==> src/hw/rtl/spkd_pkg.sv <==
package spkd_pkg;

	// default datapath sizing
	localparam int SAMPLE_BITS_DEF = 14;
	localparam int FRAC_BITS_DEF   = 16;

	// fixed field widths
	localparam int FIELD_BITS  = 14;
	localparam int ALPHA_BITS  = 16;
	localparam int TIME_BITS   = 32;
	localparam int COUNT_BITS  = 8;
	localparam int PADDR_BITS  = 4;
	localparam int PDATA_BITS  = 32;

	// item opcodes
	localparam logic OP_SAMPLE = 1'b0;
	localparam logic OP_CLEAR  = 1'b1;

	// register indexes (word address paddr[3:2])
	localparam logic [1:0] REG_EMA_ALPHA     = 2'd0;
	localparam logic [1:0] REG_SPIKE_THRESH  = 2'd1;
	localparam logic [1:0] REG_DEBOUNCE      = 2'd2;
	localparam logic [1:0] REG_PRIME_SAMPLES = 2'd3;

	// register reset values
	localparam logic [ALPHA_BITS-1:0] RST_EMA_ALPHA     = 16'd3277;
	localparam logic [FIELD_BITS-1:0] RST_SPIKE_THRESH  = 14'd500;
	localparam logic [TIME_BITS-1:0]  RST_DEBOUNCE      = 32'd1000;
	localparam logic [COUNT_BITS-1:0] RST_PRIME_SAMPLES = 8'd10;

	typedef struct packed {
		logic                  opcode;
		logic [FIELD_BITS-1:0] sample_ma;
		logic [TIME_BITS-1:0]  timestamp_ms;
	} in_item_t;

	typedef struct packed {
		logic [FIELD_BITS-1:0] latest_ma;
		logic [FIELD_BITS-1:0] baseline_ma;
		logic                  spike_pending;
		logic                  spike_fired;
		logic                  armed;
	} out_item_t;

	typedef struct packed {
		logic [ALPHA_BITS-1:0] ema_alpha;
		logic [FIELD_BITS-1:0] spike_threshold_ma;
		logic [TIME_BITS-1:0]  debounce_ms;
		logic [COUNT_BITS-1:0] prime_samples;
	} cfg_t;

endpackage

==> src/hw/rtl/spkd_regs.sv <==
module spkd_regs (
	input  logic                             clk,
	input  logic                             arst_n,
	input  logic                             psel,
	input  logic                             penable,
	input  logic                             pwrite,
	input  logic [spkd_pkg::PADDR_BITS-1:0]  paddr,
	input  logic [spkd_pkg::PDATA_BITS-1:0]  pwdata,
	output logic [spkd_pkg::PDATA_BITS-1:0]  prdata,
	output logic                             pready,
	output spkd_pkg::cfg_t                   cfg
);

	spkd_pkg::cfg_t cfg_q;
	logic           wr_en;
	logic [1:0]     reg_idx;

	assign pready  = 1'b1;
	assign wr_en   = psel && penable && pwrite;
	assign reg_idx = paddr[3:2];
	assign cfg     = cfg_q;

	always_ff @(posedge clk or negedge arst_n) begin
		if (!arst_n) begin
			cfg_q.ema_alpha          <= spkd_pkg::RST_EMA_ALPHA;
			cfg_q.spike_threshold_ma <= spkd_pkg::RST_SPIKE_THRESH;
			cfg_q.debounce_ms        <= spkd_pkg::RST_DEBOUNCE;
			cfg_q.prime_samples      <= spkd_pkg::RST_PRIME_SAMPLES;
		end else if (wr_en) begin
			case (reg_idx)
				spkd_pkg::REG_EMA_ALPHA: begin
					cfg_q.ema_alpha <= pwdata[spkd_pkg::ALPHA_BITS-1:0];
				end
				spkd_pkg::REG_SPIKE_THRESH: begin
					cfg_q.spike_threshold_ma <= pwdata[spkd_pkg::FIELD_BITS-1:0];
				end
				spkd_pkg::REG_DEBOUNCE: begin
					cfg_q.debounce_ms <= pwdata[spkd_pkg::TIME_BITS-1:0];
				end
				spkd_pkg::REG_PRIME_SAMPLES: begin
					cfg_q.prime_samples <= pwdata[spkd_pkg::COUNT_BITS-1:0];
				end
				default: begin
				end
			endcase
		end
	end

	always_comb begin
		case (reg_idx)
			spkd_pkg::REG_EMA_ALPHA:     prdata = spkd_pkg::PDATA_BITS'(cfg_q.ema_alpha);
			spkd_pkg::REG_SPIKE_THRESH:  prdata = spkd_pkg::PDATA_BITS'(cfg_q.spike_threshold_ma);
			spkd_pkg::REG_DEBOUNCE:      prdata = spkd_pkg::PDATA_BITS'(cfg_q.debounce_ms);
			spkd_pkg::REG_PRIME_SAMPLES: prdata = spkd_pkg::PDATA_BITS'(cfg_q.prime_samples);
			default:                     prdata = '0;
		endcase
	end

endmodule

==> config.mk <==
export PLATFORM = sky130hd
export DESIGN_NAME = spkd_regs
export DESIGN_NICKNAME = d
export VERILOG_FILES = /design/src/hw/rtl/spkd_pkg.sv /design/src/hw/rtl/spkd_regs.sv
export SDC_FILE = /design/constraint.sdc
export NUM_CORES = 1
export LEC_CHECK = 0
export ABC_AREA = 1
export BUFFER_PORTS_ARGS = -buffer_cell sky130_fd_sc_hd__buf_2
export CORE_MARGIN = 5
export CORE_UTILIZATION = 44
export CTS_BUF_LIST = sky130_fd_sc_hd__clkbuf_4 sky130_fd_sc_hd__clkbuf_8
export DETAILED_ROUTE_END_ITERATION = 8
export GPL_TIMING_DRIVEN = 0
export PLACE_DENSITY = 0.78
export SETUP_SLACK_MARGIN = 0.3
export SLEW_MARGIN = 0
export SYNTH_ARGS = -nofsm -noshare
export SYNTH_HDL_FRONTEND = slang
export SYNTH_SLANG_ARGS = --single-unit
==> constraint.sdc <==
create_clock -name clk -period 0.8 [get_ports clk]
set_input_delay 0.04 -clock clk [delete_from_list [all_inputs] [get_ports clk]]
set_output_delay 0.04 -clock clk [all_outputs]
set_load 0.02 [all_outputs]
==> results by group, run 1 <==
Status
  – Status: stopped before the end
  – Stopping stage: global routing
  – Tool error: [ERROR DPL-0033] detailed placement checks failed during check placement.

Floorplan
  – Die H: 96.76 um
  – Initial Util: 45.42%
  – Top Ports: 144
  – Site Rows: 31
  – Chip width: 96.76 um

Placement
  – RePlAce Congestion: 0.8316
  – IO buf count: 140
  – Hpwl dp: 7482 um

Synthesis
  – Syn_nets: 463
  – Synth Register Bits: 70
  – Mapped Cells: 422
  – Distinct cells, synth: 21
  – Ys Warns: 0
  – Register area share after synthesis: 53.68%
  – Syn avg cell area: 7.848 um2
  – Post-Synthesis Cell Area: 3312 um2
  – Synth area leaders: dfrtp_1 37%, nand2_1 28%, dfstp_2 17%
  – Synth area leader: dfrtp_1
  – Top cell type's share of synthesized area: 37.02%

Timing
  – Worst ep type: top-level output
  – GR repair worst EP: prdata[1]

CTS
  – Clock sinks: 70
  – Root buf cell: clkbuf_8
  – Clock buffer depth: 2
  – Number of CTS-inserted buffers: 9
  – H-tree levels: 3

Global routing
  – Pin count of the biggest net entering global routing: 71
  – Initial antenna violation count: 2
timing repair:
action                                  4_1_cts
pin swaps                                    68
hold endpoints to repair                    119
buffers inserted                             48
endpoints found under the setup margin      172
gates resized for setup                     303
gates cloned                                  8
through the flow:
stage / area (um2) / utilization [%] / instances / TNS [ns] / setup slack [ns]
floorplan: 3654 / - / 422 / -0.7445 / -0.1073
global placement: 4478 / 61.41 / 661 / -66.51 / -0.7537
detailed placement: 4481 / 61.44 / 661 / -28.27 / -0.4886
CTS: 6225 / 85.36 / 733 / -24.77 / -0.4476
Yosys cell counts (all sizes together):
| cell | count |
|---|---|
| inv | 22 |
| nand2 | 251 |
| conb | 1 |
| nand4 | 8 |
| nand3 | 31 |
| clkbuf | 1 |
| dfstp | 21 |
| nor2 | 22 |
| buf | 16 |
| dfrtp | 49 |
cell families after synthesis:
logic type	count (synthesis)	synth area share, %
buffers and inverters	39	6.800
flip-flops	70	53.68
other	1	0.1132
AND/OR/NAND/NOR	312	39.40
==> run 2: changes to the inputs <==
- CORE_UTILIZATION: 44 -> 40
- CTS_BUF_LIST: sky130_fd_sc_hd__clkbuf_4 sky130_fd_sc_hd__clkbuf_8 -> not set
- PLACE_DENSITY: 0.78 -> not set
- PLACE_DENSITY_LB_ADDON: not set -> 0.15
- SETUP_SLACK_MARGIN: 0.3 -> not set
- clock period: 0.8 -> 1 ns (I/O delays scaled with it)
==> run 2 against run 1 <==
Effect of this change:
- the flow now finishes, with violations (negative setup slack)
- area after synthesis did not move
- synthesized cell count unchanged
==> results by group, run 2 <==
Finish
  – Ant diodes: 0
  – Filler cells: 681
  – Nets: 693
  – Share of cells above drive strength 1: 41.40%
  – Commonest cells after routing, fill and taps aside: 241 x nand2_1, 77 x buf_2, 76 x buf_6
  – Synth-to-layout area growth: 66.07%
  – Post-layout instance area: 5500 um2
  – Fin util: 67.62%
  – Max reg flops: 70
  – Commonest non-fill, non-tap cell in the layout: nand2_1

Synthesis
  – Synth area leaders: dfrtp_1 37%, nand2_1 28%, dfstp_2 17%
  – Ys Warns: 0
  – Most instantiated cells after synthesis: 246 x nand2_1, 49 x dfrtp_1, 30 x nand3_1
  – Synth Area in XOR/XNOR: 0%
  – Register area share after synthesis: 53.68%
  – Asr flop ratio synth: 100.0%
  – Largest family of logic cells by synthesized area: simple AND/OR/NAND/NOR gates
  – EDFF count, synth: 0
  – Mux share of post-synthesis cell area: 0%
  – Distinct cells, synth: 21
  – Synth area leader: dfrtp_1
  – Post-Synthesis Cell Area: 3312 um2
  – Synth Register Bits: 70
  – Top FF cell, synth: dfrtp_1
  – Syn_nets: 463
  – Mapped Cells: 422
  – Syn avg cell area: 7.848 um2
  – Top cell type's share of synthesized area: 37.02%
  – Simple-Gate Fraction of Synth Area: 39.40%
  – Count leader, synth: nand2_1
  – Post-Synth Adder-Cell Area: 0%
  – Synth Area in Compound Gates: 0%

Status
  – Status: finished with violations
  – Failing checks: negative setup slack

Floorplan
  – Site Rows: 33
  – Initial Util: 40.72%
  – Core area: 8134 um2
  – Die H: 101.0 um
  – Top Ports: 144
  – Chip width: 101.0 um
  – Die ar.: 10200 um2

Worst setup path
  – Crit-path cells: nand3_2, nand4_1, buf_6
  – Startpoint types: flop
  – Arrival @ worst endpoint: 1.21 ns
  – Crit Path Class: flop to primary output
  – CP peak stage delay: 0.55 ns
  – Crit path max-delay cell type: dfstp_2
  – CP Data Required Time: 0.95 ns
  – Worst r2r path cells: 5
  – Worst-path fanout max: 2
  – Worst setup EP type: primary output

Timing
  – Final Skew: 0 ns
  – Final setup TNS: -7.117 ns
  – Slew Limit Fails: 0
  – Relative slew slack: 57.17%
  – Unrepaired setup endpoints after global routing: yes
  – Hold_ws: 0.1838 ns
  – Fmax: 792.7 MHz
  – Final period utilization: 126.1%
  – Final hold violation count: 0
  – Minimum clock period: 1.261 ns
  – Post-route worst setup slack: -0.2615 ns
  – Final setup violation count: 60
  – Worst slew pin tran: 0.6425 ns

CTS
  – H-tree levels: 3
  – TritonCTS clock tree: yes
  – Skew-Pair Late Insertion Delay: 0.33 ns
  – Clock buffer depth: 2
  – Number of CTS-inserted buffers: 9
  – Worst-path clk slew: 0.07 ns
  – Root buf cell: clkbuf_8
  – Clock sinks: 70

Power
  – IR Drop Worst-Case VDD: 0.9642 mV
  – Pwr Density: 1851 nW/um2
  – Overall power: 10.18 mW
  – Sw Ratio: 35.92%
  – Internal: 6.526 mW
  – Reg power frac: 39.6%
  – Pleak: 3.037 nW
  – Switching power: 3.658 mW
  – Clock Power Share: 19.1%
  – Logic pwr share: 41.2%

Detailed routing
  – Post-route ant nets: 0
  – DRT Pass-1 Iters: 4
  – Via count: 3542
  – Routed len/inst: 14.84 um
  – Post-Route WL: 11310 um
  – Vias/cell: 4.648
  – DR DRC count: 0
  – Initial drt markers: 128

Flow run
  – # Max-Cap Violations: 0

Global routing
  – Initial antenna violation count: 0
  – Aggregate global routing overflow: 0
  – Tot GR Track Use: 22.08%
  – Pin count of the biggest net entering global routing: 71
  – First-pass GRT wire length: 17530 um
  – Vias in the first global route: 3455

Placement
  – IO buf count: 140
  – Hpwl dp: 7052 um
  – Post-DP Area: 4146 um2
  – RePlAce Congestion: 0.7391

Min path
  – Hold path cells: 6
  – Hold WC Path Type: input port to flop
run 2: cell counts after synthesis:
Identical to the previous run, type by type.
run 2: logic make-up after synthesis:
family	count (synthesis)
simple gates	312
other cells	1
flops	70
buf+inv	39
run 2: power by group through the flow:
| stage | logic (mW) | registers [mW] | clock network, mW |
|---|---|---|---|
| after floorplan | 0.964 | 4.73 | 0 |
| after global routing | 4.53 | 4.11 | 2.12 |
| after detailed placement | 2.80 | 4.05 | 0 |
| final | 4.20 | 4.03 | 1.95 |
| after CTS | 3.72 | 4.01 | 1.99 |
| after global placement | 2.77 | 4.03 | 0 |
run 2: area by class of cell:
class,instances,area (um2),share of cell area (%)
tap,105,131.4,2.389
timing repair buffer,219,1794,32.62
buffer,17,150.1,2.730
clock inverter,2,10.01,0.1820
clock buffer,14,152.6,2.775
inverter,22,90.09,1.638
multi-input combinational,313,1394,25.34
sequential,70,1778,32.32
run 2: critical path: cells and delay by family, from the launching register on:
kind,cells,cell delay [ns]
AND/OR/NAND/NOR,2,0.20
flip-flops,1,0.55
buffers and inverters,1,0.13
run 2: repair_timing:
| item | in CTS | in global routing |
|---|---|---|
| gates resized for setup | 112 | 52 |
| endpoints found under the setup margin | 53 | 122 |
| hold buffers | 33 | 0 |
| endpoints found under the hold margin | 119 | 0 |
| pin swaps | 35 | 9 |
| gates cloned | 0 | 0 |
| buffers inserted | 25 | 23 |
run 2: layer usage:
layer / routed length [um] / part of all wire, % / GRT usage [%] / vias to the layer above
met5: 0 / 0 / 0 / -
met4: 152 / 1.3 / 7.260 / 0
met3: 842 / 7.4 / 4.637 / 17
met2: 5543 / 49 / 37.47 / 138
met1: 4772 / 42 / 28.08 / 1638
li1: - / - / - / 1749
run 2: final timing paths:
path                                startpoint                   to  slack, ns
min                                     pwrite  cfg[39]$_DFFE_PN0P_       0.18
min reg2reg                cfg[57]$_DFFE_PN1P_  cfg[57]$_DFFE_PN1P_       0.49
max reg2reg                cfg[45]$_DFFE_PN1P_  cfg[45]$_DFFE_PN1P_          0
max in group asynchronous               arst_n  cfg[18]$_DFFE_PN0P_       0.27
max                        cfg[45]$_DFFE_PN1P_            prdata[5]      -0.26
min in group asynchronous               arst_n  cfg[63]$_DFFE_PN0P_       0.29
run 2: stage by stage:
| stage | setup slack, ns | instances |
|---|---|---|
| after floorplan | 0.07082 | 422 |
| after global placement | -0.5239 | 667 |
| after detailed placement | -0.3566 | 667 |
| after CTS | -0.2596 | 741 |
| after global routing | -0.3138 | 762 |
| final | -0.2615 | 762 |
No activity file was read; power rests on OpenSTA's default activity.
