**src/hw/rtl/spkd_pkg.sv**
```systemverilog
package spkd_pkg;

	// default datapath sizing
	localparam int SAMPLE_BITS_DEF = 14;
	localparam int FRAC_BITS_DEF   = 16;

	// fixed field widths
	localparam int FIELD_BITS  = 14;
	localparam int ALPHA_BITS  = 16;
	localparam int TIME_BITS   = 32;
	localparam int COUNT_BITS  = 8;
	localparam int PADDR_BITS  = 4;
	localparam int PDATA_BITS  = 32;

	// item opcodes
	localparam logic OP_SAMPLE = 1'b0;
	localparam logic OP_CLEAR  = 1'b1;

	// register indexes (word address paddr[3:2])
	localparam logic [1:0] REG_EMA_ALPHA     = 2'd0;
	localparam logic [1:0] REG_SPIKE_THRESH  = 2'd1;
	localparam logic [1:0] REG_DEBOUNCE      = 2'd2;
	localparam logic [1:0] REG_PRIME_SAMPLES = 2'd3;

	// register reset values
	localparam logic [ALPHA_BITS-1:0] RST_EMA_ALPHA     = 16'd3277;
	localparam logic [FIELD_BITS-1:0] RST_SPIKE_THRESH  = 14'd500;
	localparam logic [TIME_BITS-1:0]  RST_DEBOUNCE      = 32'd1000;
	localparam logic [COUNT_BITS-1:0] RST_PRIME_SAMPLES = 8'd10;

	typedef struct packed {
		logic                  opcode;
		logic [FIELD_BITS-1:0] sample_ma;
		logic [TIME_BITS-1:0]  timestamp_ms;
	} in_item_t;

	typedef struct packed {
		logic [FIELD_BITS-1:0] latest_ma;
		logic [FIELD_BITS-1:0] baseline_ma;
		logic                  spike_pending;
		logic                  spike_fired;
		logic                  armed;
	} out_item_t;

	typedef struct packed {
		logic [ALPHA_BITS-1:0] ema_alpha;
		logic [FIELD_BITS-1:0] spike_threshold_ma;
		logic [TIME_BITS-1:0]  debounce_ms;
		logic [COUNT_BITS-1:0] prime_samples;
	} cfg_t;

endpackage

```
**src/hw/rtl/spkd_core.sv**
```systemverilog
module spkd_core #(
	parameter int SAMPLE_BITS = spkd_pkg::SAMPLE_BITS_DEF,
	parameter int FRAC_BITS   = spkd_pkg::FRAC_BITS_DEF
) (
	input  logic                clk,
	input  logic                arst_n,
	input  logic                fire,
	input  spkd_pkg::in_item_t  item,
	input  spkd_pkg::cfg_t      cfg,
	output spkd_pkg::out_item_t result
);

	localparam int ACC_BITS  = SAMPLE_BITS + FRAC_BITS;
	localparam int AB        = spkd_pkg::ALPHA_BITS;
	localparam int PROD_BITS = ACC_BITS + AB;
	localparam int CMP_BITS  = ACC_BITS + spkd_pkg::FIELD_BITS;
	localparam int SAT_BITS  = (SAMPLE_BITS > spkd_pkg::FIELD_BITS) ?
		SAMPLE_BITS : spkd_pkg::FIELD_BITS;
	localparam logic [SAT_BITS-1:0]  SMAX  = SAT_BITS'((64'd1 << SAMPLE_BITS) - 64'd1);
	localparam logic [PROD_BITS-1:0] ROUND = PROD_BITS'((64'd1 << AB) - 64'd1);

	// state
	logic [SAMPLE_BITS-1:0]          latest_q, latest_n;
	logic [ACC_BITS-1:0]             acc_q, acc_n;
	logic [spkd_pkg::COUNT_BITS-1:0] count_q, count_n;
	logic                            flag_q, flag_n;
	logic [spkd_pkg::TIME_BITS-1:0]  last_q, last_n;

	logic [SAT_BITS-1:0]    sample_ext;
	logic [SAMPLE_BITS-1:0] smp;
	logic [ACC_BITS-1:0]    xf;
	logic                   go_up;
	logic [ACC_BITS-1:0]    mag;
	logic [PROD_BITS-1:0]   prod, prod_rnd;
	logic [ACC_BITS-1:0]    step_up, step_dn;
	logic [ACC_BITS:0]      up_sum;
	logic [ACC_BITS-1:0]    acc_up, acc_dn, acc_ema;
	logic [CMP_BITS-1:0]    excess, thr_f;
	logic [spkd_pkg::TIME_BITS-1:0] dt;
	logic                   priming, spike, fired;

	// saturate to the datapath range
	assign sample_ext = SAT_BITS'(item.sample_ma);
	assign smp        = SAMPLE_BITS'((sample_ext > SMAX) ? SMAX : sample_ext);
	assign xf         = {smp, {FRAC_BITS{1'b0}}};

	// EMA step: floor on the way up, ceil of magnitude on the way down
	assign go_up    = xf >= acc_q;
	assign mag      = go_up ? (xf - acc_q) : (acc_q - xf);
	assign prod     = PROD_BITS'(mag) * PROD_BITS'(cfg.ema_alpha);
	assign prod_rnd = prod + ROUND;
	assign step_up  = prod[PROD_BITS-1:AB];
	assign step_dn  = prod_rnd[PROD_BITS-1:AB];
	assign up_sum   = {1'b0, acc_q} + {1'b0, step_up};
	assign acc_up   = up_sum[ACC_BITS] ? {ACC_BITS{1'b1}} : up_sum[ACC_BITS-1:0];
	assign acc_dn   = (step_dn > acc_q) ? '0 : (acc_q - step_dn);
	assign acc_ema  = go_up ? acc_up : acc_dn;

	// spike test against the updated baseline
	assign excess = CMP_BITS'(xf - acc_ema);
	assign thr_f  = CMP_BITS'({cfg.spike_threshold_ma, {FRAC_BITS{1'b0}}});
	assign dt     = item.timestamp_ms - last_q;
	assign spike  = !flag_q && (xf > acc_ema) && (excess > thr_f) &&
		(dt >= cfg.debounce_ms);

	assign priming = count_q < cfg.prime_samples;

	always_comb begin
		latest_n = latest_q;
		acc_n    = acc_q;
		count_n  = count_q;
		flag_n   = flag_q;
		last_n   = last_q;
		fired    = 1'b0;
		if (item.opcode == spkd_pkg::OP_CLEAR) begin
			flag_n = 1'b0;
		end else begin
			latest_n = smp;
			if (priming) begin
				acc_n   = xf;
				count_n = count_q + 1'b1;
			end else begin
				acc_n = acc_ema;
				if (spike) begin
					flag_n = 1'b1;
					last_n = item.timestamp_ms;
					fired  = 1'b1;
				end
			end
		end
	end

	always_comb begin
		result.latest_ma     = spkd_pkg::FIELD_BITS'(latest_n);
		result.baseline_ma   = spkd_pkg::FIELD_BITS'(acc_n[ACC_BITS-1:FRAC_BITS]);
		result.spike_pending = flag_n;
		result.spike_fired   = fired;
		result.armed         = count_n >= cfg.prime_samples;
	end

	always_ff @(posedge clk or negedge arst_n) begin
		if (!arst_n) begin
			latest_q <= '0;
			acc_q    <= '0;
			count_q  <= '0;
			flag_q   <= 1'b0;
			last_q   <= '0;
		end else if (fire) begin
			latest_q <= latest_n;
			acc_q    <= acc_n;
			count_q  <= count_n;
			flag_q   <= flag_n;
			last_q   <= last_n;
		end
	end

endmodule

```
**config.mk**
```make
export PLATFORM = sky130hd
export DESIGN_NAME = spkd_core
export DESIGN_NICKNAME = d
export VERILOG_FILES = /design/src/hw/rtl/spkd_pkg.sv /design/src/hw/rtl/spkd_core.sv
export SDC_FILE = /design/constraint.sdc
export NUM_CORES = 2
export LEC_CHECK = 0
export BUFFER_PORTS_ARGS = -buffer_cell sky130_fd_sc_hd__buf_2
export CORE_MARGIN = 10
export CORE_UTILIZATION = 45
export CTS_BUF_LIST = sky130_fd_sc_hd__clkbuf_4
export DETAILED_ROUTE_END_ITERATION = 12
export GPL_TIMING_DRIVEN = 1
export SYNTH_ARGS = -nofsm -noshare
export SYNTH_HDL_FRONTEND = slang
export SYNTH_SLANG_ARGS = --single-unit
```
**constraint.sdc**
```tcl
create_clock -name clk -period 25.8 [get_ports clk]
set_input_delay 2.58 -clock clk [delete_from_list [all_inputs] [get_ports clk]]
set_output_delay 2.58 -clock clk [all_outputs]
set_load 0.05 [all_outputs]
```
* Yosys cells after proc, flatten, opt, wreduce, memory -nomap -nowiden *
Index checks and enable logic that the tools add are counted.

operators by class
  add/subtract/negate cells = 8
  muxes and demuxes = 16
  bitwise gates (word level) = 2
  multipliers = 1
  $lt $le $gt $ge = 8
  reduce and logical (&&, ||, !) cells = 6

operators with widths
  cell                                                               number
  30-bit 2-to-1 mux                                                  6
  30-bit subtractor                                                  3
  30-bit > comparator                                                2
  46-bit by 16-bit adder with 46-bit output (second input constant)  1
  30-bit by 16-bit multiplier with 46-bit output                     1
  44-bit by 30-bit > comparator with 1-bit output                    1
  32-bit >= comparator                                               1
  32-bit subtractor                                                  1
  30-bit by 30-bit adder with 31-bit output                          1
  30-bit by 30-bit subtractor with 31-bit output                     1
  30-bit >= comparator                                               1
  14-bit 2-to-1 mux                                                  2
  8-bit 2-to-1 mux                                                   2
  14-bit > comparator (second input constant)                        1
  8-bit by 1-bit adder with 8-bit output (second input constant)     1
  8-bit >= comparator                                                1
  8-bit less-than comparator                                         1
  1-bit 2-to-1 mux                                                   6
  4-bit AND reduction                                                1
  1-bit logical AND                                                  3
  1-bit inverter                                                     2
  2-bit AND reduction                                                1
  1-bit logical NOT                                                  1

storage, ports and cells
  flip-flop bits (word level) = 85
  word-level logic and storage cells = 47
  output and inout port bits = 31
  input port bits = 120

* Longest topological paths before layout *
  depth after elaboration = 16
  depth in mapped cells = 75
  depth with buffers taken out = 67

* Worst setup path after synthesis *
OpenSTA, ideal clock, no wires.

  path kind = input-to-output
  from = input port item[32] (netlist bit)
  to = output port result[2] (netlist bit)
  cell stages on the path = 69
  path slack = 5.444 ns
  data arrival time = 17.776 ns
  path buffers = 7
  data required time = 23.220 ns
  path through = clkbuf_1 -> ha_1 -> or4b_4 -> o31a_1 -> o311ai_1 -> nand2_1 -> buf_4 -> a211oi_1 -> o311ai_1 -> a21oi_2 -> nand3_1 -> nand2_1 -> xor2_1 -> buf_2 -> nand2_1 -> fa_1 -> inv_1 -> fa_1 -> [33 not listed] -> ha_1 -> a21o_1 -> a211o_1 -> o22ai_1 -> nand2_2 -> a311oi_1 -> nor2_1 -> ha_1 -> nand2_1 -> or3_1 -> o221ai_1 -> a21oi_1 -> nor4_1 -> nand2_1 -> a211oi_2 -> and2_1 -> a21o_1 -> buf_4

on the way
  word-level cells in the longest chain between the ends = 16
  elaborated cells on any way between the ends = 23
  classes of those cells = 6 x add/sub; 1 x mul; 5 x order compare; 8 x mux; 3 x reduce/logical

RTL lines
  what                                                                                   line                              RTL
  from (decl)                                                                            spkd_core.sv:8                    input spkd_pkg::in_item_t item,
  14-bit > comparator                                                                    spkd_core.sv:44                   assign smp = SAMPLE_BITS'((sample_ext > SMAX) ? SMAX : sample_ext);
  14-bit 2-to-1 mux (*)                                                                  spkd_core.sv:44
  30-bit subtractor or 30-bit >= comparator (tied branches)                              spkd_core.sv:49, spkd_core.sv:48
  30-bit 2-to-1 mux                                                                      spkd_core.sv:49                   assign mag = go_up ? (xf - acc_q) : (acc_q - xf);
  30-bit by 16-bit multiplier with 46-bit output                                         spkd_core.sv:50                   assign prod = PROD_BITS'(mag) * PROD_BITS'(cfg.ema_alpha);
  46-bit by 16-bit adder with 46-bit output                                              spkd_core.sv:51                   assign prod_rnd = prod + ROUND;
  30-bit subtractor or 30-bit > comparator (tied branches)                               spkd_core.sv:56                   assign acc_dn = (step_dn > acc_q) ? '0 : (acc_q - step_dn);
  30-bit 2-to-1 mux                                                                      spkd_core.sv:56
  30-bit 2-to-1 mux                                                                      spkd_core.sv:57                   assign acc_ema = go_up ? acc_up : acc_dn;
  30-bit by 30-bit subtractor with 31-bit output or 30-bit > comparator (tied branches)  spkd_core.sv:60, spkd_core.sv:63
  44-bit by 30-bit > comparator with 1-bit output or 1-bit logical AND (tied branches)   spkd_core.sv:63                   assign spike = !flag_q && (xf > acc_ema) && (excess > thr_f) &&
  1-bit logical AND (*) (2 in a row)                                                     spkd_core.sv:63
  1-bit 2-to-1 mux (*)                                                                   spkd_core.sv:84                   if (spike) begin
  1-bit 2-to-1 mux (*)                                                                   spkd_core.sv:79                   if (priming) begin
  1-bit 2-to-1 mux (*)                                                                   spkd_core.sv:75                   if (item.opcode == spkd_pkg::OP_CLEAR) begin
  to (decl)                                                                              spkd_core.sv:10                   output spkd_pkg::out_item_t result

Every way passes the cells marked *; elsewhere a longest branch is shown, timed or not.

==> run_results.csv <==
group,metric,value,unit
sta,max_slew_margin,33.3,%
logic_synthesis,ys_ff_latch,85,
sta,timing.final.crit_share,87.7,%
logic_synthesis,yosys.area.top_type,"fa_1",
route,vias,24700,
cells_and_area,syn2layout_area_growth,5.64,%
route,wl_per_cell,18.8,um
clock_network,cts.htree.levels,3,
global_routing,track_usage,22.6,%
sta,hold_ws,0.496,ns
sta,rsz0062_at_grt,"no",
route,drt-vias-per-instance,5.57,
global_routing,globalRouteMet1Util,32.9,%
cells_and_area,final_common_cell,"inv_1",
floorplanning,start_util,45.6,%
route,drtPass1Iterations,6,
critical_path,critPathMaxStageDelay,0.76,ns
route,drc,0,
clock_network,clkTransAtPathRegs,0.15,ns
place,io_buffers,150,
clock_network,clock-root-buffer,"clkbuf_4",
logic_synthesis,ys_seq_area_share,7.38,%
sta,fin_tns_setup,0,ns
logic_synthesis,syn_area,0.0288,mm^2
cells_and_area,fin_util,48.2,%
logic_synthesis,syn-num-nets,4366,
global_routing,grt_max_degree,69,
logic_synthesis,yosysWarnings,0,
critical_path,worstSetupEndpointType,"output port",
route,drt_wl_total,83500,um
global_routing,grt_pass1_wl,137000,um
global_routing,grt_busiest_layer,"met2",
critical_path,crit_path_frequent_cell,"fa_1",
critical_path,crit_required,23.22,ns
critical_path,arrival,20.05,ns
sta,tightest_slew,1.00,ns
place,place_hpwl,64500,um
logic_synthesis,synth-edff-count,0,
clock_network,cts_resized,0,
global_routing,antenna_found_initial,2,
sta,setup_violations,0,
logic_synthesis,synthTopCellsByArea,"fa_1, ha_1, inv_1",
logic_synthesis,syn_avg_cell_area,8.14,um^2
cells_and_area,layout_common_cells,"inv_1, nand2_1, fa_1",
run_status,status,"complete, no violations",
clock_network,clockBufferDepth,2,
floorplanning,dieWidth,273,um
cells_and_area,fin_nets,4408,
floorplanning,io_pins,151,
sta,setup_ws,3.17,ns
flow_run,cap_violations,0,
global_routing,grt_pass1_vias,25200,
floorplanning,die-area,0.0746,mm^2
clock_network,cts_hold_buf,0,
sta,slew_viol_final,0,
critical_path,path_class,"input port to output port",
sta,fin_crit,22.63,ns
critical_path,worst-path-max-fanout,35,
floorplanning,die_height,273,um
logic_synthesis,syn_inst,3539,
min_path,hold_class,"register to register",
clock_network,post-cts-setup-buffers,0,
sta,hold_violations,0,
global_routing,use_met3,3.07,%
clock_network,cts_tree,"done",
logic_synthesis,synth_ff_type,"dfrtp_1",
clock_network,cts.sinks,85,
floorplanning,coreArea,0.0632,mm^2
place,dp_slack,3.33,ns
route,antenna_left,0,
place,finalWeightedCongestion,0.947,
clock_network,cts_buffers,9,
logic_synthesis,async_flop_share,100,%
logic_synthesis,synth_top_area_share,27.4,%
critical_path,slowest_stage,"nor4_1",
global_routing,overflow,0,
sta,fmax,44.2,MHz
floorplanning,rows,92,
logic_synthesis,yosys.cell_types.count,94,
route,drtIter0Drc,1822,
clock_network,clk-insertion-delay-late,0.52,ns
global_routing,met2_usage,35.6,%
cells_and_area,drive_gt1_share,8.06,%
critical_path,startpoint_type,"input port",
sta,finClkSkew,0.0476,ns
## worst max-delay path, delay by kind of cell
kind                     cells  cell delay (ns)
AO/OA/AOI/OAI               21             5.16
buffers and inverters        9             1.43
XOR/XNOR                     3             0.79
multiplexers                 1             0.41
AND/OR/NAND/NOR             19             4.82
adder cells (fa/ha/maj)     11             4.82
## per-layer routing
layer  vias up  routed length [um]
li1      11700                   -
met5         -                   0
met3        63                6250
met1     12100               38900
met4         0                 932
met2       811               37400
## synthesized netlist by cell type, types with 50 or more instances
library cell and n:
inv_1 583, nand3_1 60, and2_1 171, nand2_1 504, xor2_1 61, nor2_1 112
ha_1 313, a21oi_1 165, a21o_1 83, o21ai_0 147, nor3_1 50, xnor2_1 113
fa_1 394, clkbuf_1 142, dfrtp_1 85
## cell families (layout without fill, tap and decap cells)
logic type / Yosys count / in the layout / share of synthesized area, %
simple gates: 1108 / 1108 / 18.6
buf+inv: 741 / 786 / 9.82
fa+ha+maj: 707 / 707 / 41.0
compound gates: 660 / 660 / 15.1
xor+xnor: 174 / 174 / 5.29
flops: 85 / 85 / 7.38
mux: 64 / 64 / 2.82
other cells: 0 / 2 / 0
## worst paths after layout
kind	startpoint	endpoint	slack [ns]	cells past startpoint
worst max register to register	acc_q[12]	last_q[0]	7.29	62
worst max-delay path	item[35]	result[2]	3.17	64
worst min register to register	latest_q[13]	latest_q[13]	0.50	2
worst min-delay path	latest_q[13]	latest_q[13]	0.50	2
min in group asynchronous	arst_n	latest_q[4]	1.94	1
max in group asynchronous	arst_n	count_q[7]	22.60	2
## area by class of cell
type                            count  area, um^2
Antenna cell                        2        5.00
Multi-Input combinational cell   2713       23900
Timing Repair Buffer              188        1040
Tap cell                          846        1060
Clock inverter                      4        51.3
Inverter                          584        2190
Clock buffer                       10        75.1
Sequential cell                    85        2130
Fill cell                        6310       32700
## state kept, by name, summed over array words and instances, names as in the netlist
register	flops
acc_q	30
count_q	8
last_q	32
flag_q	1
latest_q	14
## stage by stage
step	cells	cell area (um^2)
3_3_place_gp	4416	30300
2_1_floorplan	3539	28800
3_5_place_dp	4416	30300
5_1_grt	4431	30400
6_report	4432	30400
4_1_cts	4430	30400
Power is left out: the tool's default activity adds up to more than one toggle a clock period on the data nets, which glitch-free logic cannot reach.
